`config.mk`:
```
export PLATFORM = sky130hd
export DESIGN_NAME = pproj_cfg_flat
export DESIGN_NICKNAME = d
export VERILOG_FILES = /design/src/sv/pproj_pkg.sv /design/src/sv/pproj_cfg_if.sv /design/src/sv/pproj_cfg.sv /design/src/flat_wrapper.sv
export SDC_FILE = /design/constraint.sdc
export NUM_CORES = 1
export LEC_CHECK = 0
export ABC_AREA = 1
export BUFFER_PORTS_ARGS = -buffer_cell sky130_fd_sc_hd__buf_2
export CORE_MARGIN = 2
export CORE_UTILIZATION = 47
export CTS_BUF_LIST = sky130_fd_sc_hd__clkbuf_4 sky130_fd_sc_hd__clkbuf_8 sky130_fd_sc_hd__clkbuf_16
export DETAILED_ROUTE_END_ITERATION = 8
export PLACE_DENSITY = 0.77
export REMOVE_ABC_BUFFERS = 1
export SYNTH_ARGS = -nofsm -noshare
export SYNTH_HDL_FRONTEND = slang
export SYNTH_SLANG_ARGS = --single-unit
```
`constraint.sdc`:
```
create_clock -name clk -period 1.3 [get_ports clk]
set_clock_uncertainty 0.15 [all_clocks]
set_input_delay 0.26 -clock clk [delete_from_list [all_inputs] [get_ports clk]]
set_output_delay 0.26 -clock clk [all_outputs]
set_load 0.005 [all_outputs]
```
`src/sv/pproj_pkg.sv`:
```
// pinhole projection package: widths, register indexes, shared types
// no dependencies; used by every other file of the block
`default_nettype none

package pproj_pkg;

  localparam int XW        = 32;      // field width
  localparam int DW        = 33;      // point minus eye
  localparam int PW        = 64;      // 32x32 product
  localparam int CW        = 65;      // cross product component
  localparam int PHW       = 66;      // 33x33 partial product
  localparam int NW        = 99;      // dot product sum, signed
  localparam int MW        = NW;      // magnitude of a dot product
  localparam int QW        = 33;      // quotient bits kept before saturation
  localparam int FRAC_DEF  = 16;
  localparam int FRONT_STG = 6;
  localparam int CFG_IW    = 3;
  localparam int CFG_DW    = 64;

  localparam logic [CFG_IW-1:0] REG_A_XY      = 3'd0;
  localparam logic [CFG_IW-1:0] REG_A_Z_B_X   = 3'd1;
  localparam logic [CFG_IW-1:0] REG_B_YZ      = 3'd2;
  localparam logic [CFG_IW-1:0] REG_C_XY      = 3'd3;
  localparam logic [CFG_IW-1:0] REG_C_Z_EYE_X = 3'd4;
  localparam logic [CFG_IW-1:0] REG_EYE_YZ    = 3'd5;

  localparam logic [QW-1:0]        POS_LIM = 33'h0_7fff_ffff;
  localparam logic [QW-1:0]        NEG_LIM = 33'h0_8000_0000;
  localparam logic signed [XW-1:0] SAT_POS = 32'sh7fff_ffff;
  localparam logic signed [XW-1:0] SAT_NEG = 32'sh8000_0000;

  typedef logic [MW-1:0] mag_t;
  typedef logic [QW-1:0] quo_t;

  typedef struct packed {
    logic signed [XW-1:0] ax, ay, az;
    logic signed [XW-1:0] bx, by, bz;
    logic signed [XW-1:0] cx, cy, cz;
    logic signed [XW-1:0] ex, ey, ez;
  } cam_t;

  // lane 0 = u, lane 1 = v, lane 2 = inverse depth
  typedef struct packed {
    logic       vis;
    logic [2:0] neg;
  } side_t;

  typedef struct packed {
    logic                 visible;
    logic signed [XW-1:0] proj_u;
    logic signed [XW-1:0] proj_v;
    logic signed [XW-1:0] inv_depth;
  } res_t;

endpackage

`default_nettype wire

```
`src/sv/pproj_cfg_if.sv`:
```
// configuration write channel: valid/ready, register index and data
// depends on pproj_pkg
`default_nettype none

interface pproj_cfg_if;
  import pproj_pkg::*;
  logic              valid;
  logic              ready;
  logic [CFG_IW-1:0] index;
  logic [CFG_DW-1:0] data;

  modport source (output valid, index, data, input ready);
  modport sink (input valid, index, data, output ready);
endinterface

`default_nettype wire

```
`src/sv/pproj_cfg.sv`:
```
// camera register file, six 64-bit registers written over the config channel
// depends on pproj_pkg and pproj_cfg_if
`default_nettype none

module pproj_cfg (
  input  logic              clk,
  input  logic              rst_n,
  pproj_cfg_if.sink         cfg,
  output pproj_pkg::cam_t   cam
);
  import pproj_pkg::*;

  logic [CFG_DW-1:0] a_xy_r, a_z_b_x_r, b_yz_r, c_xy_r, c_z_eye_x_r, eye_yz_r;

  assign cfg.ready = 1'b1;

  always_ff @(posedge clk) begin
    if (!rst_n) begin
      a_xy_r      <= '0;
      a_z_b_x_r   <= '0;
      b_yz_r      <= '0;
      c_xy_r      <= '0;
      c_z_eye_x_r <= '0;
      eye_yz_r    <= '0;
    end else if (cfg.valid && cfg.ready) begin
      case (cfg.index)
        REG_A_XY:      a_xy_r      <= cfg.data;
        REG_A_Z_B_X:   a_z_b_x_r   <= cfg.data;
        REG_B_YZ:      b_yz_r      <= cfg.data;
        REG_C_XY:      c_xy_r      <= cfg.data;
        REG_C_Z_EYE_X: c_z_eye_x_r <= cfg.data;
        REG_EYE_YZ:    eye_yz_r    <= cfg.data;
        default: ;
      endcase
    end
  end

  always_comb begin
    cam.ax = $signed(a_xy_r[63:32]);
    cam.ay = $signed(a_xy_r[31:0]);
    cam.az = $signed(a_z_b_x_r[63:32]);
    cam.bx = $signed(a_z_b_x_r[31:0]);
    cam.by = $signed(b_yz_r[63:32]);
    cam.bz = $signed(b_yz_r[31:0]);
    cam.cx = $signed(c_xy_r[63:32]);
    cam.cy = $signed(c_xy_r[31:0]);
    cam.cz = $signed(c_z_eye_x_r[63:32]);
    cam.ex = $signed(c_z_eye_x_r[31:0]);
    cam.ey = $signed(eye_yz_r[63:32]);
    cam.ez = $signed(eye_yz_r[31:0]);
  end

endmodule

`default_nettype wire

```
`src/flat_wrapper.sv`:
```
// flat-port wrapper written by rule: the top's interface ports become plain ports
module pproj_cfg_flat import pproj_pkg::*;
  (clk, rst_n, cam, cfg_valid, cfg_index, cfg_data, cfg_ready);
  pproj_cfg_if cfg_i ();
  input  logic clk;
  input  logic rst_n;
  output pproj_pkg::cam_t cam;
  input wire logic [$bits(cfg_i.valid)-1:0] cfg_valid;
  input wire logic [$bits(cfg_i.index)-1:0] cfg_index;
  input wire logic [$bits(cfg_i.data)-1:0] cfg_data;
  output wire logic [$bits(cfg_i.ready)-1:0] cfg_ready;
  assign cfg_i.valid = cfg_valid;
  assign cfg_i.index = cfg_index;
  assign cfg_i.data = cfg_data;
  assign cfg_ready = cfg_i.ready;
  pproj_cfg u_core (.clk(clk), .rst_n(rst_n), .cfg(cfg_i), .cam(cam));
endmodule
```
# Word-level counts from Yosys, hierarchy flattened
# Index checks and enable logic that the tools add are counted.
# op_classes
n_eq_ne	5
reduce_logical	7
# op_table
operator	n
2-bit AND reduction	6
3-bit by 2-bit equality test with 1-bit output (second input constant)	2
3-bit equality test (second input constant)	2
3-bit by 1-bit equality test with 1-bit output (second input constant)	1
3-bit zero test	1
# word_totals
register_bits	384
inputBits	70
output_inout_bits	385
word_cells	18

# Logic depth before layout (Yosys ltp)
# Gate-level depths: netlist (run 1).
# depth
ltp_word	2
depth_mapped	7
ltp_nobuf	5

# Worst setup path after synthesis (run 1)
# No wires, ideal clock.
# synth_path
kind	input to register
startpoint	input port cfg_index[0]
endpoint	register u_core.c_z_eye_x_r[50]
setup_time_ns	0.113
arrival_time_ns	1.018
required_time_ns	1.037
path_slack_ns	0.019
stages	6
n_path_buf	2
path_cell_list	nor2_1 buf_2 buf_1 nand3_1 nand2_1 nor2_1
# synth_via
elab_chain_cells	2
# synth_lines
item	line_no	text
start: declaration	flat_wrapper.sv:9	input wire logic [$bits(cfg_i.index)-1:0] cfg_index;
3-bit equality test	pproj_cfg.sv:26	case (cfg.index)
2-bit AND reduction (no source line)	-	
end signal: assignment	pproj_cfg.sv:31	REG_C_Z_EYE_X: c_z_eye_x_r <= cfg.data;
end: declaration	pproj_cfg.sv:13	logic [CFG_DW-1:0] a_xy_r, a_z_b_x_r, b_yz_r, c_xy_r, c_z_eye_x_r, eye_yz_r;
# No other way between the ends.
# A chain may end at the register's enable or synchronous reset.

# Final worst setup path (run 1)
# layout_path
startpoint	register u_core.c_xy_r[2]
endpoint	output port cam[130] (netlist bit)
# layout_lines
item	line_no	text
start: declaration	pproj_cfg.sv:13	
start signal: assignment	pproj_cfg.sv:30	REG_C_XY: c_xy_r <= cfg.data;
end: declaration	flat_wrapper.sv:7	output pproj_pkg::cam_t cam;
# No word-level cell between the ends.

==> impl_metrics.env, run 1 <==
export IMPL_status="complete, but fails checks"
export IMPL_violations="negative setup slack"
export IMPL_fmax_mhz=704
export IMPL_io_buffers=453
export IMPL_worstHoldPathCells=5
export IMPL_chipWidth_um=183
export IMPL_cts_buffers=40
export IMPL_grt_start_max_net_pins=86
export IMPL_cp_startpoint="u_core.c_xy_r[2]"
export IMPL_clk_latency_ns=0.51
export IMPL_slew_viol_final=0
export IMPL_rows=65
export IMPL_start_kind="flip-flop"
export IMPL_crit_path_max_fanout=2
export IMPL_rsz0062_at_grt="true"
export IMPL_routedWlPerCell_um=17.8
export IMPL_timing_hold_ws_ns=0.00858
export IMPL_multi_input_area_sq_um=6390
export IMPL_yosysTopAreaCell="dfxtp_1"
export IMPL_endpoint="cam[130]"
export IMPL_grt_pass1_vias=15400
export IMPL_placed_area_sq_um=18200
export IMPL_drt_first_pass_iters=6
export IMPL_setup_violations=385
export IMPL_cts_tree="yes"
export IMPL_clockRootBuffer="clkbuf_16"
export IMPL_dp_hpwl_um=32900
export IMPL_synth_top_family_by_area="simple AND/OR/NAND/NOR gates"
export IMPL_sequentialPowerShare_pct=45.7
export IMPL_layout_worst_path_cycle_share_pct=109
export IMPL_worstPathArrival_ns=1.01
export IMPL_min_period_ns=1.42
export IMPL_path_clk_slew_ns=0.06
export IMPL_worst_path_largest_cell_delay_ns=0.37
export IMPL_synthMuxAreaShare_pct=0
export IMPL_power_frac_comb_pct=12.4
export IMPL_wirelength_um=55000
export IMPL_p_int_mw=20.5
export IMPL_final_area_sq_um=22100
export IMPL_cts_max_level=2
export IMPL_ys_ff_latch=384
export IMPL_r2r_end="u_core.a_xy_r[16]"
export IMPL_clock_path_buffers=3
export IMPL_yosys_warnings=0
export IMPL_path_class="reg2out"
export IMPL_path_depth=1
export IMPL_ff2ff_setup_slack_ns=0.29
export IMPL_max_cap_viol_count=0
export IMPL_num_vias=16400
export IMPL_power_mw=27.5
export IMPL_netlist_top_cells_count="nor2_1 (771), nand2_1 (389), dfxtp_1 (384), nand3_1 (384), buf_2 (107)"
export IMPL_p_leak_nw=10.5
export IMPL_finish_utilization_pct=69.9
export IMPL_crit_family="flip-flops"
export IMPL_drc=0
export IMPL_cts_sinks=384
export IMPL_synth_most_common_cell="nor2_1"
export IMPL_synth_main_ff_cell="dfxtp_1"
export IMPL_slowest_stage="dfxtp_2"
export IMPL_setup_ws_ns=-0.121
export IMPL_netlist_cell_type_count=15
export IMPL_synth_xor_area_share_pct=0
export IMPL_areaGrowthSynthToFinish_pct=46.0
export IMPL_antenna_found_initial=2
export IMPL_vias_per_cell=5.31
export IMPL_drive_gt1_share_pct=39.0
export IMPL_ant_nets=0
export IMPL_final_nets=2732
export IMPL_dp_cells=2939
export IMPL_syn_avg_cell_area_sq_um=6.98
export IMPL_crit_required_ns=0.89
export IMPL_seqCellArea_sq_um=8180
export IMPL_yosys_area_share_simple_pct=42.0
export IMPL_power_per_cell_area_nw_per_um2=1240
export IMPL_finalHoldViolCount=0
export IMPL_dieArea_sq_um=33700
export IMPL_endpoint_kind="primary output"
export IMPL_io_pins=455
export IMPL_switching_share_pct=25.4
export IMPL_initial_core_util_pct=47.9
export IMPL_synth_area_leaders="dfxtp_1 (51%), nor2_1 (19%), nand3_1 (13%)"
export IMPL_synthAdderAreaFrac_pct=0
export IMPL_clkPwrFrac_pct=42.0
export IMPL_vdd_drop_max_uv=988
export IMPL_p_switching_mw=6.97
export IMPL_reg2regPathDepth=4
export IMPL_tns_ns=-25.98
export IMPL_nFillCells=2326
export IMPL_min_path_type="in2reg"
export IMPL_fin_cells=3094
export IMPL_coreArea_sq_um=31600
export IMPL_reg2reg_from="u_core.a_xy_r[16]"
export IMPL_synth_edf_count=0
export IMPL_grt_ovfl_total=0
export IMPL_grt_pass1_wl_um=80400
export IMPL_synth_seq_area_share_pct=50.8
export IMPL_syn_inst=2169
export IMPL_synth_top_cell_area_share_pct=50.8
export IMPL_crit_buf_inv=1
export IMPL_drtIter0Drc=1404
export IMPL_gp_congestion=0.824
export IMPL_crit_chain="buf_2"
export IMPL_die_y_um=183
export IMPL_synthesis_area_sq_um=15100
export IMPL_async_flop_share_pct=0
export IMPL_synth_compound_area_share_pct=0
export IMPL_track_usage_pct=29.8
export IMPL_pre_cts_ws_ns=-0.263
worst min path at each step:
stage	start	to	slack, ns
floorplan	rst_n	u_core.a_z_b_x_r[0]	0.23
global placement	u_core.b_yz_r[42]	u_core.b_yz_r[42]	0.31
detailed placement	u_core.b_yz_r[42]	u_core.b_yz_r[42]	0.31
CTS	cfg_data[33]	u_core.b_yz_r[33]	0.002
global route	cfg_data[36]	u_core.b_yz_r[36]	0.03
finish	cfg_data[28]	u_core.c_z_eye_x_r[28]	0.009
cell families after synthesis:
kind of cell,Yosys count
buffers and inverters,232
DFF,384
other,1
and+or+nand+nor,1552
power groups by stage:
stage / Sequential, mW / Clock, mW / Combinational (mW)
after floorplan: 12.7 / 0 / 1.33
after global placement: 12.7 / 0 / 2.79
after detailed placement: 12.7 / 0 / 2.84
after CTS: 12.5 / 11.6 / 3.12
after global routing: 12.6 / 12.1 / 3.70
final: 12.5 / 11.5 / 3.40
repair_timing:
action / in CTS / in global routing
buffers inserted: 24 / 20
resized for setup: 496 / 90
hold endpoints to repair: 117 / 0
endpoints found under the setup margin: 384 / 503
cloned: 0 / 5
hold buffers: 34 / 0
layout make-up:
cell class / count / share of cell area (%)
well taps: 402 / 2.28
inverters: 70 / 1.20
flip-flops and latches: 384 / 37.0
multi-input cells: 1553 / 28.9
diodes: 2 / 0.0226
clock buffers: 56 / 5.32
repair buffers: 613 / 24.7
clock inverters: 14 / 0.611
cell usage in the layout (no fill, tap or decap), drive strengths merged:
master	count
conb	1
clkbuf	61
bufinv	2
nand3	384
dfxtp	384
buf	574
dlygate4sd3	33
nor2	778
dlymetal6s4s	1
inv	71
clkinv	11
nand2	390
diode	2
routing by layer:
layer / vias up / global-route usage (%) / share of wire (%) / routed length [um]
li1: 7710 / - / - / -
met1: 7550 / 34.3 / 36 / 20000
met2: 966 / 50.9 / 49 / 26800
met3: 213 / 6.81 / 9.5 / 5200
met4: 0 / 16.9 / 5.5 / 3010
met5: - / 0 / 0 / 0
sequential cells by signal, indices dropped and copies added, names as in the netlist:
signal              cells
u_core.eye_yz_r        64
u_core.c_z_eye_x_r     64
u_core.c_xy_r          64
u_core.a_z_b_x_r       64
u_core.b_yz_r          64
u_core.a_xy_r          64
(Power assumes the default switching activity.)
==> inputs of run 2 (changes only) <==
--- a/config.mk
+++ b/config.mk
@@ -7,11 +7,11 @@
 export LEC_CHECK = 0
 export ABC_AREA = 1
 export BUFFER_PORTS_ARGS = -buffer_cell sky130_fd_sc_hd__buf_2
-export CORE_MARGIN = 2
-export CORE_UTILIZATION = 47
+export CORE_AREA = 2 2 178 180
 export CTS_BUF_LIST = sky130_fd_sc_hd__clkbuf_4 sky130_fd_sc_hd__clkbuf_8 sky130_fd_sc_hd__clkbuf_16
 export DETAILED_ROUTE_END_ITERATION = 8
-export PLACE_DENSITY = 0.77
+export DIE_AREA = 0 0 180 182
+export PLACE_DENSITY_LB_ADDON = 0.3
 export REMOVE_ABC_BUFFERS = 1
 export SYNTH_ARGS = -nofsm -noshare
 export SYNTH_HDL_FRONTEND = slang
==> constraint.sdc (replaced) <==
create_clock -name clk -period 1.8 [get_ports clk]
set_clock_uncertainty 0.15 [all_clocks]
set_input_delay 0.36 -clock clk [delete_from_list [all_inputs] [get_ports clk]]
set_output_delay 0.36 -clock clk [all_outputs]
set_load 0.005 [all_outputs]
==> run 2 against run 1 <==
Against the previous run:
- the run now ends clean
- critical path depth is the same
- largest cell class unchanged
- worst hold slack better by 0.037 ns
- wire length down 12%
- combinational power is 42% lower
- highest routed layer unchanged
- sequential power shrank 28%
- clock power fell by 26%
- global-route usage is 1.4 points lower
- cell count shrank 3.4%
==> impl_metrics.env, run 2 (same netlist as run 1, synthesis figures left out) <==
export IMPL_status="finished clean"
export IMPL_cts_tree="yes"
export IMPL_die_y_um=182
export IMPL_io_pins=455
export IMPL_crit_buf_inv=1
export IMPL_seqCellArea_sq_um=7690
export IMPL_layout_worst_path_cycle_share_pct=87.7
export IMPL_cts_buffers=41
export IMPL_cts_max_level=2
export IMPL_clock_path_buffers=3
export IMPL_chipWidth_um=180
export IMPL_multi_input_area_sq_um=6390
export IMPL_gp_congestion=0.841
export IMPL_min_period_ns=1.58
export IMPL_worstPathArrival_ns=1.07
export IMPL_antenna_found_initial=3
export IMPL_ctsHoldBuffers=0
export IMPL_crit_path_max_fanout=2
export IMPL_nFillCells=2824
export IMPL_crit_family="flip-flops"
export IMPL_dieArea_sq_um=32800
export IMPL_fmax_mhz=634
export IMPL_ant_nets=0
export IMPL_final_nets=2626
export IMPL_timing_hold_ws_ns=0.0452
export IMPL_drtIter0Drc=1207
export IMPL_power_per_cell_area_nw_per_um2=1010
export IMPL_worst_path_largest_cell_delay_ns=0.40
export IMPL_vias_per_cell=5.13
export IMPL_clk_latency_ns=0.52
export IMPL_cts_setup_buffers=0
export IMPL_drive_gt1_share_pct=23.0
export IMPL_path_clk_slew_ns=0.06
export IMPL_p_leak_nw=9.56
export IMPL_grt_pass1_vias=14100
export IMPL_ctsResizeCount=0
export IMPL_power_mw=19.4
export IMPL_routedWlPerCell_um=16.2
export IMPL_min_path_type="in2reg"
export IMPL_rsz0062_at_grt="false"
export IMPL_slew_viol_final=0
export IMPL_grt_ovfl_total=0
export IMPL_setup_violations=0
export IMPL_areaGrowthSynthToFinish_pct=27.4
export IMPL_dp_hpwl_um=31600
export IMPL_final_common_cell="nor2_1"
export IMPL_num_vias=15300
export IMPL_path_class="reg2out"
export IMPL_crit_chain="buf_2"
export IMPL_start_kind="flip-flop"
export IMPL_initial_core_util_pct=48.9
export IMPL_max_cap_viol_count=0
export IMPL_crit_required_ns=1.29
export IMPL_drt_first_pass_iters=6
export IMPL_io_buffers=453
export IMPL_finalHoldViolCount=0
export IMPL_layout_common_cells="nor2_1 (768), buf_2 (452), nand2_1 (389)"
export IMPL_vdd_drop_max_uv=791
export IMPL_clockRootBuffer="clkbuf_16"
export IMPL_endpoint_kind="primary output"
export IMPL_cts_sinks=384
export IMPL_drc=0
export IMPL_slowest_stage="dfxtp_1"
export IMPL_grt_start_max_net_pins=79
export IMPL_coreArea_sq_um=31000
export IMPL_grt_pass1_wl_um=75700
export IMPL_wirelength_um=48400
export IMPL_rows=65
export IMPL_track_usage_pct=28.4
-- run 2: changes by cell type in the layout (fill, tap and decap cells not counted), sizes merged --
cell	change
bufinv	-1
dlymetal6s4s	-1
buf	-68
diode	+1
dlygate4sd3	-33
clkinv	-3
inv	+1
-- run 2: power by group --
group	internal [mW]	switching (mW)	leakage [nW]	total, mW
clock	5.06	3.40	0.696	8.46
combinational	0.726	1.24	5.74	1.96
sequential	8.80	0.172	3.12	8.97
total	14.6	4.81	9.56	19.4
-- run 2: layer usage --
metal  routed length (um)  track usage, %  share of wire [%]  vias to the layer above
li1                     -               -                  -                     7520
met1                18900            34.6                 39                     6922
met3                 4320            6.54                8.9                      141
met4                 2330            14.4                4.8                        0
met5                    0               0                  0                        -
met2                22900            47.2                 47                      761
-- run 2: metrics by stage --
step | area [sq um] | instances | setup WS, ns | utilization (%) | setup TNS [ns]
floorplan | 14300 | 2007 | -6.90 | - | -2147.99
global placement | 17900 | 2915 | 0.164 | 57.8 | 0
detailed placement | 17900 | 2915 | 0.127 | 57.8 | 0
CTS | 19300 | 2987 | 0.192 | 62.2 | 0
global route | 19300 | 2990 | 0.188 | 62.2 | 0
finish | 19300 | 2990 | 0.222 | 62.2 | 0
-- run 2: path summary, 6_finish.rpt --
check | slack (ns) | cells past startpoint | startpoint | end
setup / recovery | 0.22 | 1 | u_core.a_z_b_x_r[21] | cam[277]
hold / removal | 0.05 | 3 | rst_n | u_core.a_xy_r[48]
setup reg to reg | 1.00 | 2 | u_core.b_yz_r[58] | u_core.b_yz_r[58]
hold reg to reg | 0.33 | 2 | u_core.b_yz_r[2] | u_core.b_yz_r[2]
-- run 2: final cells by class --
cell class / instances / area share (%)
Clock buffer: 61 / 6.64
Tap cell: 402 / 2.61
Inverter: 70 / 1.38
Timing Repair Buffer: 506 / 15.9
Sequential cell: 384 / 39.9
Antenna cell: 3 / 0.0389
Multi-Input combinational cell: 1553 / 33.1
Clock inverter: 11 / 0.454
==> inputs of run 3 (changes only) <==
--- a/config.mk
+++ b/config.mk
@@ -7,10 +7,10 @@
 export LEC_CHECK = 0
 export ABC_AREA = 1
 export BUFFER_PORTS_ARGS = -buffer_cell sky130_fd_sc_hd__buf_2
-export CORE_AREA = 2 2 178 180
+export CORE_AREA = 2 2 179 181
 export CTS_BUF_LIST = sky130_fd_sc_hd__clkbuf_4 sky130_fd_sc_hd__clkbuf_8 sky130_fd_sc_hd__clkbuf_16
 export DETAILED_ROUTE_END_ITERATION = 8
-export DIE_AREA = 0 0 180 182
+export DIE_AREA = 0 0 181 183
 export PLACE_DENSITY_LB_ADDON = 0.3
 export REMOVE_ABC_BUFFERS = 1
 export SYNTH_ARGS = -nofsm -noshare
==> constraint.sdc (replaced) <==
create_clock -name clk -period 1.6 [get_ports clk]
set_clock_uncertainty 0.15 [all_clocks]
set_input_delay 0.32 -clock clk [delete_from_list [all_inputs] [get_ports clk]]
set_output_delay 0.32 -clock clk [all_outputs]
set_load 0.005 [all_outputs]
==> run 3 against run 2 <==
Against the previous run:
- critical path depth unchanged
- via count down 1.0%
- sequential share of layout area about the same
- register-to-register slack worse by 0.17 ns
- combinational power up 14%
- first-iteration DRC count up 3.5%
- critical path type unchanged
- critical endpoint is now cam[271]
- highest routed layer unchanged
==> impl_metrics.env, run 3 (same netlist as run 1, synthesis figures left out) <==
export IMPL_r2r_end="u_core.eye_yz_r[57]"
export IMPL_crit_family="flip-flops"
export IMPL_cts_sinks=384
export IMPL_min_delay_start="cfg_data[26]"
export IMPL_grt_pass1_vias=14100
export IMPL_initial_core_util_pct=48.5
export IMPL_worst_path_largest_cell_delay_ns=0.39
export IMPL_reg2regPathDepth=2
export IMPL_dieArea_sq_um=33100
export IMPL_crit_chain="buf_2"
export IMPL_rsz0062_at_grt="false"
export IMPL_status="finished clean"
export IMPL_track_usage_pct=28.0
export IMPL_setup_violations=0
export IMPL_gp_congestion=0.824
export IMPL_path_class="reg2out"
export IMPL_io_buffers=453
export IMPL_use_met3_pct=7.15
export IMPL_routedWlPerCell_um=16.2
export IMPL_ant_nets=0
export IMPL_grt_pass1_wl_um=75100
export IMPL_layout_worst_path_cycle_share_pct=94.2
export IMPL_max_cap_viol_count=0
export IMPL_slew_viol_final=0
export IMPL_worstHoldPathCells=5
export IMPL_drive_gt1_share_pct=22.9
export IMPL_antenna_found_initial=2
export IMPL_drc=0
export IMPL_cts_max_level=2
export IMPL_p_leak_nw=9.54
export IMPL_pre_cts_ws_ns=-0.00787
export IMPL_drt_first_pass_iters=5
export IMPL_slowest_stage="dfxtp_1"
export IMPL_die_y_um=183
export IMPL_io_pins=455
export IMPL_chipWidth_um=181
export IMPL_coreArea_sq_um=31200
export IMPL_grt_util_met1_pct=33.8
export IMPL_clock_path_buffers=3
export IMPL_reg2reg_from="u_core.eye_yz_r[57]"
export IMPL_path_clk_slew_ns=0.06
export IMPL_min_path_type="in2reg"
export IMPL_dp_hpwl_um=31800
export IMPL_areaGrowthSynthToFinish_pct=27.4
export IMPL_crit_required_ns=1.13
export IMPL_fin_cells=2985
export IMPL_ctsResizeCount=0
export IMPL_cts_tree="yes"
export IMPL_busiest_layer="met2"
export IMPL_crit_path_max_fanout=2
export IMPL_start_kind="flip-flop"
export IMPL_finalHoldViolCount=0
export IMPL_rows=65
export IMPL_num_vias=15200
export IMPL_gr_usage_met2_pct=47.2
export IMPL_ctsHoldBuffers=0
export IMPL_grt_start_max_net_pins=97
export IMPL_wirelength_um=48200
export IMPL_endpoint_kind="primary output"
export IMPL_fmax_mhz=663
export IMPL_cts_setup_buffers=0
export IMPL_grt_ovfl_total=0
export IMPL_dp_cells=2916
export IMPL_power_per_cell_area_nw_per_um2=1120
export IMPL_drtIter0Drc=1249
export IMPL_min_to="u_core.b_yz_r[26]"
export IMPL_vias_per_cell=5.09
export IMPL_clockRootBuffer="clkbuf_16"
export IMPL_ff2ff_setup_slack_ns=0.83
export IMPL_setup_ws_ns=0.0920
export IMPL_min_period_ns=1.51
export IMPL_cts_buffers=41
export IMPL_nFillCells=2855
export IMPL_clk_latency_ns=0.51
export IMPL_worstPathArrival_ns=1.04
export IMPL_final_common_cell="nor2_1"
export IMPL_final_nets=2627
export IMPL_vdd_drop_max_uv=794
export IMPL_crit_buf_inv=1
export IMPL_layout_common_cells="nor2_1 (768), buf_2 (452), nand2_1 (389)"
run 3: final cells by class:
| cell class | count | area, sq um | share of cell area, % |
|---|---|---|---|
| inverters | 70 | 265 | 1.38 |
| repair buffers | 507 | 3130 | 16.2 |
| diodes | 2 | 5.00 | 0.0260 |
| clock buffers | 55 | 1190 | 6.16 |
| flip-flops and latches | 384 | 7690 | 39.9 |
| well taps | 402 | 503 | 2.61 |
| multi-input cells | 1553 | 6390 | 33.1 |
| clock inverters | 12 | 116 | 0.603 |
run 3: how the worst max path moves through the flow:
stage / start / endpoint / slack (ns) / cells after the start
floorplan: cfg_valid / u_core.a_xy_r[0] / -7.06 / 5
global placement: cfg_index[1] / u_core.eye_yz_r[18] / 0.06 / 7
detailed placement: cfg_index[1] / u_core.eye_yz_r[5] / -0.008 / 7
CTS: u_core.a_z_b_x_r[7] / cam[263] / 0.08 / 1
global route: u_core.c_z_eye_x_r[50] / cam[114] / 0.06 / 1
finish: u_core.a_z_b_x_r[15] / cam[271] / 0.09 / 1
run 3: power by group:
part           internal (mW)  switching, mW
Clock                   5.49           3.80
Combinational          0.835           1.40
Sequential              9.90          0.187
run 3: routing by layer:
| layer | wire [um] | share of wire, % |
|---|---|---|
| met1 | 18900 | 39 |
| met4 | 2160 | 4.5 |
| met3 | 4550 | 9.4 |
| met2 | 22600 | 47 |
| met5 | 0 | 0 |
run 3: metrics by stage:
stage | TNS [ns] | area, sq um | hold slack [ns] | power (mW) | utilization [%]
final | 0 | 19300 | 0.0485 | 21.6 | 61.8
after global routing | 0 | 19300 | 0.0564 | 22.4 | 61.8
after CTS | 0 | 19300 | 0.0303 | 21.7 | 61.7
after detailed placement | -0.00787 | 18000 | 0.316 | 12.5 | 57.6
after global placement | 0 | 18000 | 0.307 | 12.5 | 57.6
after floorplan | -2209.43 | 14300 | 0.291 | 11.4 | -
